[config.mk]
export PLATFORM = sky130hd
export DESIGN_NAME = stack_with_modify_and_dump
export DESIGN_NICKNAME = d
export VERILOG_FILES = /design/src/hw/rtl/stk_pkg.sv /design/src/hw/rtl/stk_store.sv /design/src/hw/rtl/stack_with_modify_and_dump.sv
export SDC_FILE = /design/constraint.sdc
export NUM_CORES = 1
export LEC_CHECK = 0
export ABC_AREA = 1
export BUFFER_PORTS_ARGS = -buffer_cell sky130_fd_sc_hd__buf_2
export CAP_MARGIN = 10
export CORE_MARGIN = 2
export CORE_UTILIZATION = 50
export CTS_CLUSTER_DIAMETER = 100
export DETAILED_ROUTE_END_ITERATION = 10
export GPL_TIMING_DRIVEN = 0
export PLACE_DENSITY = 0.65
export SYNTH_ARGS = -nofsm -noshare
export SYNTH_HDL_FRONTEND = slang
export SYNTH_SLANG_ARGS = --single-unit
export TNS_END_PERCENT = 5
[constraint.sdc]
create_clock -name clk -period 7.8 [get_ports clk]
set_input_delay 0.39 -clock clk [delete_from_list [all_inputs] [get_ports clk]]
set_output_delay 0.39 -clock clk [all_outputs]
set_load 0.02 [all_outputs]
[src/hw/rtl/stk_pkg.sv]
// ----------------------------------------------------------------------------
// stk_pkg: shared definitions for the lifo stack
// sizes, command and status codes, sequencer states, storage request bundle
// ----------------------------------------------------------------------------
package stk_pkg;

	localparam int DEPTH  = 16;
	localparam int WORD_W = 32;
	localparam int CMD_W  = 3;
	localparam int POS_W  = 4;
	localparam int STAT_W = 2;
	localparam int ADDR_W = (DEPTH > 1) ? $clog2(DEPTH) : 1;
	localparam int CNT_W  = $clog2(DEPTH + 1);
	localparam int CMP_W  = (CNT_W > POS_W) ? CNT_W : POS_W;

	typedef enum logic [CMD_W-1:0] {
		CMD_PUSH   = 3'd0,
		CMD_POP    = 3'd1,
		CMD_PEEK   = 3'd2,
		CMD_MODIFY = 3'd3,
		CMD_DUMP   = 3'd4
	} cmd_t;

	typedef enum logic [STAT_W-1:0] {
		ST_OK       = 2'd0,
		ST_OVERFLOW = 2'd1,
		ST_EMPTY    = 2'd2,
		ST_BADPOS   = 2'd3
	} status_t;

	typedef enum logic [1:0] {
		S_IDLE,
		S_READ,
		S_OUT
	} state_t;

	typedef struct packed {
		logic                     wr_en;
		logic [ADDR_W-1:0]        wr_addr;
		logic signed [WORD_W-1:0] wr_data;
		logic                     rd_en;
		logic [ADDR_W-1:0]        rd_addr;
	} mem_req_t;

endpackage

[src/hw/rtl/stk_store.sv]
// ----------------------------------------------------------------------------
// stk_store: entry storage
// one write port, one read port with registered read data
// ----------------------------------------------------------------------------
module stk_store
	import stk_pkg::*;
(
	input  logic                     clk,
	input  mem_req_t                 req,
	output logic signed [WORD_W-1:0] rd_data
);

	logic signed [WORD_W-1:0] mem_q [DEPTH];

	always_ff @(posedge clk) begin
		if (req.wr_en) begin
			mem_q[req.wr_addr] <= req.wr_data;
		end
	end

	always_ff @(posedge clk) begin
		if (req.rd_en) begin
			rd_data <= mem_q[req.rd_addr];
		end
	end

endmodule

[src/hw/rtl/stack_with_modify_and_dump.sv]
// ----------------------------------------------------------------------------
// stack_with_modify_and_dump: lifo stack of signed words with modify and dump
// push, pop, peek, modify at a position from the bottom, dump top to bottom
// ----------------------------------------------------------------------------
// results: push, modify and every error go from S_IDLE straight to S_OUT with
//   the result registered; pop and peek go through S_READ for the read port
// dump: each entry goes through S_READ and S_OUT, top to bottom, held by any output stall
// one item at a time: the next is taken only once the last result of the
//   previous one has left and the sequencer is back in S_IDLE
// reset: arst_n clears the fill count and the sequencer; entries are not cleared
module stack_with_modify_and_dump
	import stk_pkg::*;
(
	input  logic                     clk,
	input  logic                     arst_n,
	input  logic                     in_valid,
	output logic                     in_ready,
	input  logic [CMD_W-1:0]         cmd,
	input  logic signed [WORD_W-1:0] value,
	input  logic [POS_W-1:0]         position,
	output logic                     out_valid,
	input  logic                     out_ready,
	output logic [STAT_W-1:0]        status,
	output logic signed [WORD_W-1:0] data,
	output logic                     last
);

	// sequencer and control state
	state_t            state_q, state_d;
	logic [CNT_W-1:0]  fill_q, fill_d;
	logic [ADDR_W-1:0] idx_q, idx_d;
	logic              dump_q, dump_d;

	// output register, holds the result until it is taken
	logic [STAT_W-1:0]        status_q, status_d;
	logic signed [WORD_W-1:0] data_q, data_d;
	logic                     last_q, last_d;

	// storage port
	mem_req_t                 mem_req;
	logic signed [WORD_W-1:0] rd_data;

	// shared compare and address logic on the fill count
	logic              is_empty;
	logic              is_full;
	logic              pos_bad;
	logic [ADDR_W-1:0] top_addr;

	assign is_empty = (fill_q == '0);
	assign is_full  = (fill_q == CNT_W'(DEPTH));
	assign pos_bad  = (CMP_W'(position) >= CMP_W'(fill_q));
	assign top_addr = ADDR_W'(fill_q - CNT_W'(1));

	stk_store u_store (
		.clk     (clk),
		.req     (mem_req),
		.rd_data (rd_data)
	);

	always_ff @(posedge clk or negedge arst_n) begin
		if (!arst_n) begin
			state_q <= S_IDLE;
			fill_q  <= '0;
			idx_q   <= '0;
			dump_q  <= 1'b0;
		end else begin
			state_q <= state_d;
			fill_q  <= fill_d;
			idx_q   <= idx_d;
			dump_q  <= dump_d;
		end
	end

	// result payload, no reset needed
	always_ff @(posedge clk) begin
		status_q <= status_d;
		data_q   <= data_d;
		last_q   <= last_d;
	end

	always_comb begin
		state_d  = state_q;
		fill_d   = fill_q;
		idx_d    = idx_q;
		dump_d   = dump_q;
		status_d = status_q;
		data_d   = data_q;
		last_d   = last_q;

		mem_req         = '0;
		mem_req.wr_data = value;

		in_ready  = (state_q == S_IDLE);
		out_valid = (state_q == S_OUT);

		case (state_q)
			S_IDLE: begin
				if (in_valid) begin
					// error results and plain acks carry zero data
					data_d = '0;
					last_d = 1'b1;
					case (cmd)
						CMD_PUSH: begin
							if (is_full) begin
								status_d = ST_OVERFLOW;
							end else begin
								mem_req.wr_en   = 1'b1;
								mem_req.wr_addr = ADDR_W'(fill_q);
								fill_d          = fill_q + CNT_W'(1);
								status_d        = ST_OK;
							end
							state_d = S_OUT;
						end
						CMD_POP, CMD_PEEK: begin
							if (is_empty) begin
								status_d = ST_EMPTY;
								state_d  = S_OUT;
							end else begin
								// pop drops the count now, the read still sees the word
								if (cmd == CMD_POP) begin
									fill_d = fill_q - CNT_W'(1);
								end
								mem_req.rd_en   = 1'b1;
								mem_req.rd_addr = top_addr;
								idx_d           = top_addr;
								dump_d          = 1'b0;
								state_d         = S_READ;
							end
						end
						CMD_MODIFY: begin
							if (is_empty) begin
								status_d = ST_EMPTY;
							end else if (pos_bad) begin
								status_d = ST_BADPOS;
							end else begin
								mem_req.wr_en   = 1'b1;
								mem_req.wr_addr = ADDR_W'(position);
								status_d        = ST_OK;
							end
							state_d = S_OUT;
						end
						CMD_DUMP: begin
							if (is_empty) begin
								status_d = ST_EMPTY;
								state_d  = S_OUT;
							end else begin
								// walk from the top entry down to the bottom
								mem_req.rd_en   = 1'b1;
								mem_req.rd_addr = top_addr;
								idx_d           = top_addr;
								dump_d          = 1'b1;
								state_d         = S_READ;
							end
						end
						default: begin
							// unknown command: taken, no result
							state_d = S_IDLE;
						end
					endcase
				end
			end
			S_READ: begin
				// registered read data is valid now
				status_d = ST_OK;
				data_d   = rd_data;
				last_d   = !dump_q || (idx_q == '0);
				state_d  = S_OUT;
			end
			S_OUT: begin
				if (out_ready) begin
					if (dump_q && (idx_q != '0)) begin
						// next entry down
						idx_d           = idx_q - ADDR_W'(1);
						mem_req.rd_en   = 1'b1;
						mem_req.rd_addr = idx_q - ADDR_W'(1);
						state_d         = S_READ;
					end else begin
						dump_d  = 1'b0;
						state_d = S_IDLE;
					end
				end
			end
			default: begin
				state_d = S_IDLE;
			end
		endcase
	end

	assign status = status_q;
	assign data   = data_q;
	assign last   = last_q;

endmodule

* Yosys cells after proc, flatten, opt, wreduce, memory -nomap -nowiden *
Memories as Yosys holds them, arrays and structs flattened. A register that Yosys moved wholly into a read port is not among the register bits.
Cells that the tools add are included.

operators by class
  add/sub/neg operators = 3
  multiply operators = 0
  divide/modulo/power cells = 0
  $lt $le $gt $ge = 1
  equal/unequal tests = 21
  shift-type cells = 0
  mux-type cells = 48
  bitwise gates (word level) = 0
  reductions and logical operators = 20

operators by type and width
  cell                 count
  $mux 5               13
  $pmux 32 s2          1
  $mux 32              1
  $pmux 5 s2           3
  $mux 4               5
  $mux 2               7
  $ne 2x2->1 const B   7
  $pmux 2 s3           2
  $reduce_and 6->1     2
  $mux 1               10
  $pmux 2 s2           2
  $pmux 4 s2           1
  $reduce_and 7->1     1
  $eq 3x2->1 const B   2
  $ne 3x3->1 const B   2
  $pmux 1 s2           3
  $reduce_bool 2->1    3
  $add 5x1->5 const B  1
  $eq 5x5->1 const B   1
  $ge 4x5->1           1
  $logic_not 5->1      1
  $sub 5x1->5 const B  1
  $logic_not 4->1      1
  $ne 2x1->1 const B   2
  other kinds (18)     20

word-level totals
  bits in registers = 47
  latch bits = 0
  memory bits (writable) = 512
  bits in read-only memories = 0
  input bits = 43
  memories kept = 1

memories
  memory         depth  bits a word  read ports  clocked after memory_dff  write ports  line             source
  u_store.mem_q  16     32           1           1                         1            stk_store.sv:13  logic signed [WORD_W-1:0] mem_q [DEPTH];

* Logic depth before layout (Yosys ltp) *
  word-level depth = 8
  gate-level depth with buffers = 16

* By module *
Synthesis repeated with hierarchy kept, for this count alone.

second synthesis, totals
  cells, all modules = 2411
  area total of the unflattened synthesis = 25594.5 µm²

modules (own cells, without submodules)
  module                      times used  cells each  area each (µm²)  sequential area each (µm²)
  stk_store                   1           2120        23050.9          16335.7
  stack_with_modify_and_dump  1           291         2543.7           1351.3

* Least setup slack after synthesis *
OpenSTA, ideal clock, no wires.

  kind = register to register
  start point = reg fill_q[2]
  end point = mem u_store.mem_q[13][0], enable pin
  library setup time = 0.421 ns
  arrival = 3.193 ns
  slack = 4.186 ns
  cell stages (with the launch flop) = 11
  path buffers = 0
  clock period less this slack = 3.614 ns
  cells stage by stage = dfrtp_1 > inv_1 > ha_1 > a21oi_1 > o21ai_0 > nor2_1 > nand3_1 > o21ai_1 > nand2_1 > or2_1 > nor2_1

on the way
  longest elaborated chain between the ends = 8
  elaborated cells between the ends (all ways) = 11

RTL lines
  element                       line                               source
  start: declaration            stack_with_modify_and_dump.sv:30   logic [CNT_W-1:0] fill_q, fill_d;
  start signal: assignment      stack_with_modify_and_dump.sv:68   fill_q <= fill_d;
  $ge 4x5->1                    stack_with_modify_and_dump.sv:51   assign pos_bad = (CMP_W'(position) >= CMP_W'(fill_q));
  $mux 5                        stack_with_modify_and_dump.sv:133  end else if (pos_bad) begin
  $mux 5                        stack_with_modify_and_dump.sv:131  if (is_empty) begin
  $pmux 5 s2 *                  stack_with_modify_and_dump.sv:102  case (cmd)
  $mux 5 *                      stack_with_modify_and_dump.sv:98   if (in_valid) begin
  $mux 5 *                      stack_with_modify_and_dump.sv:96   case (state_q)
  $mux 1                        stk_store.sv:16                    if (req.wr_en) begin
  $mux 1 (implied by the code)  stk_store.sv:17                    mem_q[req.wr_addr] <= req.wr_data;
  end: declaration              stk_store.sv:13

Mark *: on every way between the ends. The rest lies on a longest branch, timed or not.

* Final worst setup path *
  start point = reg fill_q[2]
  end point = mem u_store.mem_q[5][3], enable pin

The elaborated chain is that of the path after synthesis.

==> key figures <==
Outcome
  – Status: complete, no violations

Critical path
  – Setup slack, reg-to-reg: 4160 ps
  – CP required: 8120 ps
  – Setup crit start kind: register
  – Worst Reg-to-Reg Cells: 11
  – Crit path launch: fill_q[2]
  – WP data arrival: 3960 ps
  – Critical path class: register to register
  – Reg-to-reg endpoint: u_store.mem_q[5][3]
  – Maximum fanout along the worst path: 18
  – RR Startpoint: fill_q[2]
  – CP Capture Type: register
  – Crit path capture: u_store.mem_q[5][3]

Clock network
  – CTS tree: built
  – H-tree Lvls: 2
  – Clk buf depth: 3
  – Sink Count: 591
  – Resized Gates After CTS: 0
  – Clk slew on worst S/H paths: 60 ps
  – CTS root buf: clkbuf_16
  – Number of buffers created by CTS: 59
  – Worst-skew pair later-pin latency: 620 ps

Detailed routing
  – DR vias/cell: 5.99
  – Final WL: 70400 µm
  – Detailed Route Iter0 Violations: 2228
  – First drt pass iteration count: 5
  – DR WL/cell: 24.7 µm
  – Via count: 17066
  – Residual DRC count: 0
  – Final ANT Viol Nets: 0

Place
  – Post-DP HPWL: 46500 µm
  – PortBufs: 79
  – Post-Place Worst Slack: 4230 ps
  – GPL Wtd Cong: 0.906

Floorplan
  – Area of the die: 50500 µm²
  – Core ar.: 47900 µm²
  – Initial Utilization: 0.508
  – DIE HEIGHT: 225 µm
  – # rows: 80
  – Width of the die: 225 µm
  – Ports: 80

Global routing
  – Initial antenna violation count: 4
  – Pin count of the biggest net entering global routing: 39
  – Vias in the first global route: 16483
  – GR Overflow Total: 0
  – First-pass GRT wire length: 104000 µm
  – Total track usage: 0.282

Power
  – Net Sw Frac: 0.349
  – P_leak: 10.3 nW
  – Switch Pwr: 3.22 mW
  – Power per cell area: 331 nW/µm²
  – Clock power frac: 0.291
  – Int Power: 6.01 mW
  – Peak VDD IR: 0.190 mV
  – Sequential Power Share: 0.418
  – Combinational share of power: 0.291

Logic synthesis
  – Synth async-reset ratio: 0.0203
  – Yosys warning count: 0
  – Avg Synthesized Cell Area: 12.0 µm²
  – Synth top area cells: edfxtp_1, nand3_1, nand2_1
  – Synthesized Nets: 2085
  – Post-synthesis cell area: 24400 µm²
  – Sequential element share of the synthesized area: 0.726
  – Cell variety after synth: 36
  – Synth top area share: 0.713
  – Yosys reg bits: 591
  – Synth Flop Type: edfxtp_1
  – Yosys top cell by area: edfxtp_1
  – Cells after Synth: 2034
  – EDFF count, synth: 579

Flow run
  – # Max-Cap Violations: 0

STA
  – Final Critical Period: 3640 ps
  – Final Slew Violations: 0
  – Setup WS post-layout: 4160 ps
  – Setup TNS: 0 ps
  – Worst-Margin Slew: 917 ps
  – RSZ-0062 raised after global routing: false
  – Final setup violation count: 0
  – Fmax: 0.275 GHz
  – Final Hold Fails: 0
  – Slew HR: 0.389
  – Final Skew: 13.2 ps
  – Final Cycle Share: 0.467

Cells and area
  – Nets: 2243
  – P&R area growth vs syn: 14.4%
  – Share of layout cells above drive strength 1: 0.139
  – FILL cells: 3837

Hold path
  – Hold Crit Start: out_ready
  – Hold WC Path Type: input pin to register
[layer usage]
layer	global-route usage	vias up	part of all wire	routed length, µm
met4	0.105	2	0.039	2760
met3	0.0682	185	0.11	7520
li1	-	7614	-	-
met2	0.440	988	0.45	32000
met5	0	-	0.00014	10
met1	0.388	8277	0.40	28100
[worst min-delay path by stage]
stage	to	slack, ps	cells past startpoint
floorplan	dump_q	90	0
global placement	fill_q[2]	290	1
detailed placement	fill_q[1]	300	1
CTS	state_q[1]	8	2
global route	state_q[1]	30	2
finish	state_q[1]	30	2
[power by group through the flow]
stage | logic [mW] | registers [mW] | clock network, mW
5_1_grt | 2.90 | 3.88 | 2.83
6_report | 2.68 | 3.86 | 2.69
2_1_floorplan | 1.49 | 4.01 | 0
3_5_place_dp | 2.59 | 3.93 | 0
3_3_place_gp | 2.54 | 3.93 | 0
4_1_cts | 2.60 | 3.87 | 2.70
[Yosys cell counts, drive strengths merged, types with 2 or more instances]
library cell	count
or2	3
nand4	5
nand2	454
buf	106
nor3	4
nor2	72
a21oi	4
dfrtp	12
edfxtp	579
o22ai	3
o31ai	2
xor2	4
clkbuf	28
ha	8
o21ai	18
inv	65
nand3	659
a31oi	2
clkinv	2
[cell families (layout without fill, tap and decap cells)]
logic type / Yosys count / count (layout) / synth area share
AND/OR/NAND/NOR: 1197 / 1197 / 0.222
flip-flops: 591 / 591 / 0.726
buffers and inverters: 201 / 401 / 0.0393
AO/OA/AOI/OAI: 32 / 32 / 0.00739
adder cells (fa/ha/maj): 8 / 8 / 0.00411
XOR/XNOR: 5 / 5 / 0.00180
other: 0 / 1 / 0
[metrics by stage]
stage / util / total power [mW] / hold WS [ps] / area, µm² / std cells
finish: 0.582 / 9.23 / 34.1 / 27900 / 2850
global route: 0.582 / 9.61 / 27.5 / 27900 / 2849
CTS: 0.581 / 9.17 / 8.38 / 27900 / 2848
detailed placement: 0.544 / 6.52 / 295 / 26100 / 2744
global placement: 0.533 / 6.46 / 289 / 25500 / 2728
floorplan: - / 5.50 / 94.4 / 24400 / 2034
[sequential cells by signal, summed over array words and instances, names as in the netlist]
signal,cells
u_store.mem_q,512
data,32
u_store.rd_data,32
fill_q,5
idx_q,4
state_q,2
status,2
dump_q,1
last,1
[worst max-delay path: stages (launching register included)]
cell and delay [ps]:
dfrtp_1 440, inv_1 140, ha_1 330, a21oi_1 120, o21ai_0 80, nor2_1 200
nand3_1 160, o21ai_1 290, nand2_1 180, or2_1 400, nor2_4 690, buf_16 250
[layout make-up]
type | instances | area [µm²] | area share
multi-input combinational | 1242 | 5850 | 0.210
antenna | 1 | 2.50 | 0.0000897
timing repair buffer | 97 | 843 | 0.0302
clock inverter | 25 | 209 | 0.00749
sequential | 591 | 17700 | 0.634
clock buffer | 78 | 1570 | 0.0563
tap | 615 | 769 | 0.0276
inverter | 67 | 255 | 0.00915
buffer | 134 | 703 | 0.0252
[repair_timing]
action,in CTS,in global routing
setup endpoints to repair,0,0
hold endpoints to repair,12,0
buffers inserted,0,0
hold buffers,1,0
[placed cells by master (no fill, tap or decap), types with 4 or more instances in the layout]
cell type,netlist,final
ha_1,8,8
a21oi_1,4,4
inv_2,6,6
clkinv_2,1,9
clkbuf_16,0,60
edfxtp_1,579,579
dfrtp_1,12,12
nand3_1,656,656
xor2_1,4,4
nand2_1,448,448
nor3_1,4,4
buf_1,7,7
inv_1,58,58
buf_16,0,13
buf_4,28,28
clkinv_1,1,11
o21ai_0,15,15
clkbuf_1,28,46
nor2_4,3,19
buf_2,70,149
nand4_1,5,5
nor2_1,66,50
nand2_2,5,5
buf_12,0,4
Note: power is estimated with default switching activity, not from simulation.
